File: src/hdl/sspq_pkg.sv
`timescale 1ns / 1ps

package sspq_pkg;

    localparam int DEPTH = 16;
    localparam int CNT_W = $clog2(DEPTH + 1);
    localparam int EC_W  = 5;

    localparam logic       CMD_PUSH  = 1'b0;
    localparam logic       CMD_POP   = 1'b1;

    localparam logic [1:0] ERR_OK    = 2'd0;
    localparam logic [1:0] ERR_EMPTY = 2'd1;
    localparam logic [1:0] ERR_FULL  = 2'd2;

    typedef struct packed {
        logic               cmd;
        logic signed [31:0] item_value;
        logic        [7:0]  item_priority;
    } t_sspq_in;

    typedef struct packed {
        logic signed [31:0] front_value;
        logic               queue_empty;
        logic [EC_W-1:0]    entry_count;
        logic [1:0]         error_code;
    } t_sspq_out;

    // controller to datapath
    typedef struct packed {
        logic load;
        logic exec;
    } t_sspq_ctrl;

endpackage

File: src/hdl/sspq_ctrl.sv
`timescale 1ns / 1ps

module sspq_ctrl
    import sspq_pkg::*;
(
    input  logic       i_clk,
    input  logic       i_rst_n,
    input  logic       start,
    output logic       busy,
    output t_sspq_ctrl o_ctrl
);

    localparam logic ST_IDLE = 1'b0;
    localparam logic ST_EXEC = 1'b1;

    logic r_state;
    logic n_state;

    always_comb begin
        n_state = r_state;
        unique case (r_state)
            ST_IDLE: begin
                if (start) begin
                    n_state = ST_EXEC;
                end
            end
            ST_EXEC: begin
                n_state = ST_IDLE;
            end
            default: begin
                n_state = ST_IDLE;
            end
        endcase
    end

    always_ff @(posedge i_clk) begin
        if (!i_rst_n) begin
            r_state <= ST_IDLE;
        end else begin
            r_state <= n_state;
        end
    end

    assign busy        = (r_state == ST_EXEC);
    assign o_ctrl.load = (r_state == ST_IDLE) && start;
    assign o_ctrl.exec = (r_state == ST_EXEC);

endmodule

File: src/hdl/sspq_dp.sv
`timescale 1ns / 1ps

module sspq_dp
    import sspq_pkg::*;
(
    input  logic       i_clk,
    input  logic       i_rst_n,
    input  t_sspq_ctrl i_ctrl,
    input  t_sspq_in   i_item,
    output logic       o_strobe,
    output t_sspq_out  o_result
);

    t_sspq_in           r_item;
    logic signed [31:0] r_val [DEPTH];
    logic        [7:0]  r_pri [DEPTH];
    logic signed [31:0] n_val [DEPTH];
    logic        [7:0]  n_pri [DEPTH];
    logic [CNT_W-1:0]   r_count;
    logic [CNT_W-1:0]   n_count;
    logic               r_strobe;
    t_sspq_out          r_result;
    t_sspq_out          n_result;
    logic [DEPTH-1:0]   le;
    logic [DEPTH-1:0]   le_prev;
    logic               full;
    logic               empty;

    assign full  = (r_count == CNT_W'(DEPTH));
    assign empty = (r_count == '0);

    // cells holding an entry that stays ahead of the new item form a prefix
    always_comb begin
        for (int i = 0; i < DEPTH; i++) begin
            le[i] = (CNT_W'(i) < r_count) && (r_pri[i] <= r_item.item_priority);
        end
        le_prev[0] = 1'b1;
        for (int i = 1; i < DEPTH; i++) begin
            le_prev[i] = le[i-1];
        end
    end

    always_comb begin
        n_count = r_count;
        n_result.error_code = ERR_OK;
        for (int i = 0; i < DEPTH; i++) begin
            n_val[i] = r_val[i];
            n_pri[i] = r_pri[i];
        end
        case (r_item.cmd)
            CMD_PUSH: begin
                if (full) begin
                    n_result.error_code = ERR_FULL;
                end else begin
                    n_count = r_count + CNT_W'(1);
                    // keep, insert, or take the entry one cell ahead
                    if (!le[0]) begin
                        n_val[0] = r_item.item_value;
                        n_pri[0] = r_item.item_priority;
                    end
                    for (int i = 1; i < DEPTH; i++) begin
                        if (!le[i]) begin
                            if (le_prev[i]) begin
                                n_val[i] = r_item.item_value;
                                n_pri[i] = r_item.item_priority;
                            end else begin
                                n_val[i] = r_val[i-1];
                                n_pri[i] = r_pri[i-1];
                            end
                        end
                    end
                end
            end
            default: begin
                if (empty) begin
                    n_result.error_code = ERR_EMPTY;
                end else begin
                    n_count = r_count - CNT_W'(1);
                    for (int i = 0; i < DEPTH - 1; i++) begin
                        n_val[i] = r_val[i+1];
                        n_pri[i] = r_pri[i+1];
                    end
                end
            end
        endcase
        n_result.queue_empty = (n_count == '0);
        n_result.front_value = (n_count == '0) ? 32'sd0 : n_val[0];
        n_result.entry_count = EC_W'(n_count);
    end

    always_ff @(posedge i_clk) begin
        if (i_ctrl.load) begin
            r_item <= i_item;
        end
        if (i_ctrl.exec) begin
            for (int i = 0; i < DEPTH; i++) begin
                r_val[i] <= n_val[i];
                r_pri[i] <= n_pri[i];
            end
            r_result <= n_result;
        end
    end

    always_ff @(posedge i_clk) begin
        if (!i_rst_n) begin
            r_count  <= '0;
            r_strobe <= 1'b0;
        end else begin
            r_strobe <= i_ctrl.exec;
            if (i_ctrl.exec) begin
                r_count <= n_count;
            end
        end
    end

    assign o_strobe = r_strobe;
    assign o_result = r_result;

    a_count_bound: assert property (@(posedge i_clk) disable iff (!i_rst_n)
        r_count <= CNT_W'(DEPTH))
        else $error("entry count exceeds depth");

    a_empty_match: assert property (@(posedge i_clk) disable iff (!i_rst_n)
        r_strobe |-> (r_result.queue_empty == (r_count == '0)))
        else $error("empty flag disagrees with entry count");

    a_pop_empty: assert property (@(posedge i_clk) disable iff (!i_rst_n)
        (r_strobe && r_result.error_code == ERR_EMPTY) |->
            (r_result.queue_empty && r_result.front_value == 32'sd0))
        else $error("pop on empty reported a non-empty queue");

    a_push_full: assert property (@(posedge i_clk) disable iff (!i_rst_n)
        (r_strobe && r_result.error_code == ERR_FULL) |->
            (r_result.entry_count == EC_W'(DEPTH)))
        else $error("dropped push reported a count other than full");

    a_count_step: assert property (@(posedge i_clk) disable iff (!i_rst_n)
        !i_ctrl.exec |=> $stable(r_count))
        else $error("entry count changed outside execution");

endmodule

File: src/hdl/stable_sorted_priority_queue.sv
`timescale 1ns / 1ps

// Channel   Ports                    Transaction
// command   start, busy, i_item      accepted at edge with start high, busy low
// result    o_strobe, o_result       one cycle per strobe, always taken
//
// Each command proceeds in order: the command is latched on acceptance, the
// sorted cell array shifts and compares in parallel in the next cycle, and
// the result is presented with o_strobe in the cycle after that, which can
// overlap the next accepted command. Reset (synchronous, active low) empties
// the queue; stored entries are not cleared. The result side cannot stall.

module stable_sorted_priority_queue
    import sspq_pkg::*;
(
    input  logic      i_clk,
    input  logic      i_rst_n,
    input  logic      start,
    output logic      busy,
    input  t_sspq_in  i_item,
    output logic      o_strobe,
    output t_sspq_out o_result
);

    t_sspq_ctrl ctrl;

    sspq_ctrl u_ctrl (
        .i_clk   (i_clk),
        .i_rst_n (i_rst_n),
        .start   (start),
        .busy    (busy),
        .o_ctrl  (ctrl)
    );

    sspq_dp u_dp (
        .i_clk    (i_clk),
        .i_rst_n  (i_rst_n),
        .i_ctrl   (ctrl),
        .i_item   (i_item),
        .o_strobe (o_strobe),
        .o_result (o_result)
    );

endmodule

File: config.mk
export PLATFORM = sky130hd
export DESIGN_NAME = stable_sorted_priority_queue
export DESIGN_NICKNAME = d
export VERILOG_FILES = /design/src/hdl/sspq_pkg.sv /design/src/hdl/sspq_ctrl.sv /design/src/hdl/sspq_dp.sv /design/src/hdl/stable_sorted_priority_queue.sv
export SDC_FILE = /design/constraint.sdc
export NUM_CORES = 2
export LEC_CHECK = 0
export BUFFER_PORTS_ARGS = -buffer_cell sky130_fd_sc_hd__buf_2
export CAP_MARGIN = 5
export CORE_MARGIN = 4
export CORE_UTILIZATION = 45
export DETAILED_ROUTE_END_ITERATION = 7
export SETUP_SLACK_MARGIN = 0.1
export SLEW_MARGIN = 20
export SYNTH_ARGS = -nofsm -noshare
export SYNTH_HDL_FRONTEND = slang
export SYNTH_SLANG_ARGS = --single-unit
File: constraint.sdc
create_clock -name i_clk -period 6.87 [get_ports i_clk]
set_input_delay 0 -clock i_clk [delete_from_list [all_inputs] [get_ports i_clk]]
set_output_delay 0 -clock i_clk [all_outputs]
set_load 0.005 [all_outputs]
==> run_results.csv <==
group,metric,value,unit
setup_path,crit_type,"flip-flop to flip-flop",
floorplanning,die_area,0.0917,mm^2
synthesis,synthFlopType,"edfxtp_1",
route,wl,130,mm
sta,holdWs,66.6,ps
floorplanning,start_util,45.6,%
setup_path,crit_arrival,5450,ps
final_layout,layout_commonest_cell,"edfxtp_1",
place,routabilityCongestion,0.893,
grt,grt_overflow,0,
sta,maxSlewViolCount,0,
route,drcViolationCount,0,
grt,grt_usage,27.7,%
synthesis,synth_edf_count,721,
synthesis,synthesis.nets,3605,
pwr,p_leak,15.7,nW
setup_path,endpoint_kind,"flip-flop",
synthesis,syn_inst,3429,
cts,htree_levels,3,
synthesis,synth_area,0.0391,mm^2
cts,clock-sinks,728,
cts,cts-root-buf,"clkbuf_16",
final_layout,post-route-util,51.1,%
grt,grt_pass1_vias,29700,
sta,finalCriticalPeriod,5170,ps
final_layout,fin_cells,4614,
final_layout,fin_area,0.0438,mm^2
cts,clock_latency,640,ps
grt,grt_max_degree,244,
synthesis,syn_avg_cell_area,11.4,um^2
cts,path_clk_slew,60,ps
synthesis,async_reset_ff_share,0,%
job,maxCapViolations,0,
cts,clock_path_buffers,3,
cts,cts_resized,0,
final_layout,n_fill_cell,7511,
status,status,"complete, no violations",
sta,clock_skew,23.5,ps
sta,worst_slack,1700,ps
synthesis,synth.top_cell.area_share,55.4,%
pwr,max-vdd-ir-drop,0.000173,V
cts,post_cts_buffers,0,
synthesis,yosysSeqAreaShare,55.7,%
sta,fmax,193,MHz
synthesis,ys_ff_latch,728,
cts,cts_tree,"yes",
place,dpl_cell_area,0.0407,mm^2
setup_path,startpoint_type,"flip-flop",
route,drtPass1Iterations,6,
sta,slew_headroom,19.6,%
pwr,power_density,257,mW/mm^2
final_layout,antenna_cells,0,
place,dp_slack,1850,ps
synthesis,synth_area_leaders,"edfxtp_1 (55%), mux2i_1 (11%), o21ai_0 (5.2%)",
synthesis,yosys_warnings,0,
final_layout,final_cell_mix,"edfxtp_1 (721), nand2_1 (507), mux2i_1 (446), o21ai_0 (406), nand3_1 (210)",
route,first_iter_violations,3696,
route,wl_per_cell,28.2,um
place,io_buffers,85,
final_layout,areaGrowthSynthToFinish,12.0,%
final_layout,drive_gt1_share,10.7,%
grt,antenna_found_initial,1,
pwr,finalPower,11.2,mW
floorplanning,die_w,303,um
synthesis,synth_top_area_cell,"edfxtp_1",
place,dpl.hpwl,76.4,mm
cts,cts_buffers,81,
route,ant_nets,0,
grt,grt_pass1_wl,192,mm
setup_path,cp_max_fo,37,
place,dp.cells,4425,
floorplanning,ios,86,
route,vias,30100,
synthesis,ys_types,60,
sta,hold_viol_final,0,
sta,rsz0062_at_grt,"false",
floorplanning,core_area,0.0857,mm^2
sta,finalSetupTns,0,ps
sta,min_period_over_period,75.3,%
final_layout,nets,3584,
sta,setup_viol,0,
setup_path,required,7140,ps
sta,tightest_slew,1210,ps
worst_hold_path,min_path_type,"primary input to flip-flop",
floorplanning,die_y,303,um
route,routed_via_density,6.51,
floorplanning,num_rows,107,
-- sequential cells by signal, indices dropped and copies added (netlist names) --
signal	cells
u_dp.r_val	512
u_dp.r_pri	128
u_dp.r_item	41
u_dp.o_result	40
u_dp.r_count	5
u_ctrl.busy	1
u_dp.o_strobe	1
-- cells by family (layout without fill, tap and decap cells) --
kind of cell             count (synthesis)  count (layout)  synth area share, %
adder cells (fa/ha/maj)                132             132                 4.22
flip-flops                             728             728                 55.7
AND/OR/NAND/NOR                        850             850                 9.55
AO/OA/AOI/OAI                          839             839                 13.9
buffers and inverters                  392             433                 3.99
multiplexers                           487             487                 12.6
XOR/XNOR                                 1               1               0.0224
-- metal layers --
layer  GRT usage (%)  wire (um)
met1            38.8      54600
met2            43.6      59400
met3            4.70      11800
met4            9.86       4390
met5               0         13
-- cells in the mapped netlist, types with 17 or more instances --
| library cell | instances |
|---|---|
| clkbuf_1 | 275 |
| a211oi_1 | 32 |
| ha_1 | 132 |
| o221ai_1 | 44 |
| nor2_1 | 30 |
| mux2i_1 | 446 |
| inv_1 | 83 |
| edfxtp_1 | 721 |
| a21o_1 | 17 |
| a22o_1 | 33 |
| a32oi_1 | 40 |
| a21oi_1 | 51 |
| nand3_1 | 210 |
| o22ai_1 | 52 |
| mux2_2 | 41 |
| a211o_1 | 33 |
| nand4_1 | 58 |
| nand2_1 | 508 |
| o21ai_0 | 406 |
| o41a_1 | 31 |
| a22oi_1 | 42 |
-- power by group --
part / switching [mW] / internal (mW)
logic: 0.994 / 0.504
registers: 0.197 / 5.20
clock network: 1.86 / 2.49
-- worst max-delay path, stage by stage (launching register included) --
cell	delay, ps
dfxtp_1	730
inv_1	250
ha_1	360
or4b_4	280
nand2_2	610
a21boi_2	920
buf_4	390
o31a_2	650
buf_4	580
-- final timing paths --
kind / start / end / slack [ps] / cells past startpoint
worst max-delay path: u_dp.r_count[1] / u_dp.r_val[3][22] / 1700 / 8
worst min-delay path: i_item[35] / u_dp.r_item[35] / 70 / 2
worst max register to register: u_dp.r_count[1] / u_dp.r_val[3][22] / 1700 / 8
worst min register to register: u_dp.r_val[3][112] / u_dp.r_val[3][80] / 520 / 2
-- timing repair --
| item | in CTS | in global routing |
|---|---|---|
| endpoints found under the setup margin | 0 | 0 |
| hold buffers | 42 | 0 |
| endpoints found under the hold margin | 48 | 0 |
-- final cells by class --
| cell class | instances | area [um^2] | area share, % |
|---|---|---|---|
| multi-input cells | 2309 | 16100 | 36.8 |
| well taps | 1144 | 1430 | 3.27 |
| repair buffers | 204 | 1560 | 3.55 |
| clock inverters | 46 | 437 | 0.997 |
| clock buffers | 99 | 2150 | 4.90 |
| inverters | 84 | 315 | 0.720 |
| flip-flops and latches | 728 | 21800 | 49.8 |
(Power assumes the default switching activity.)
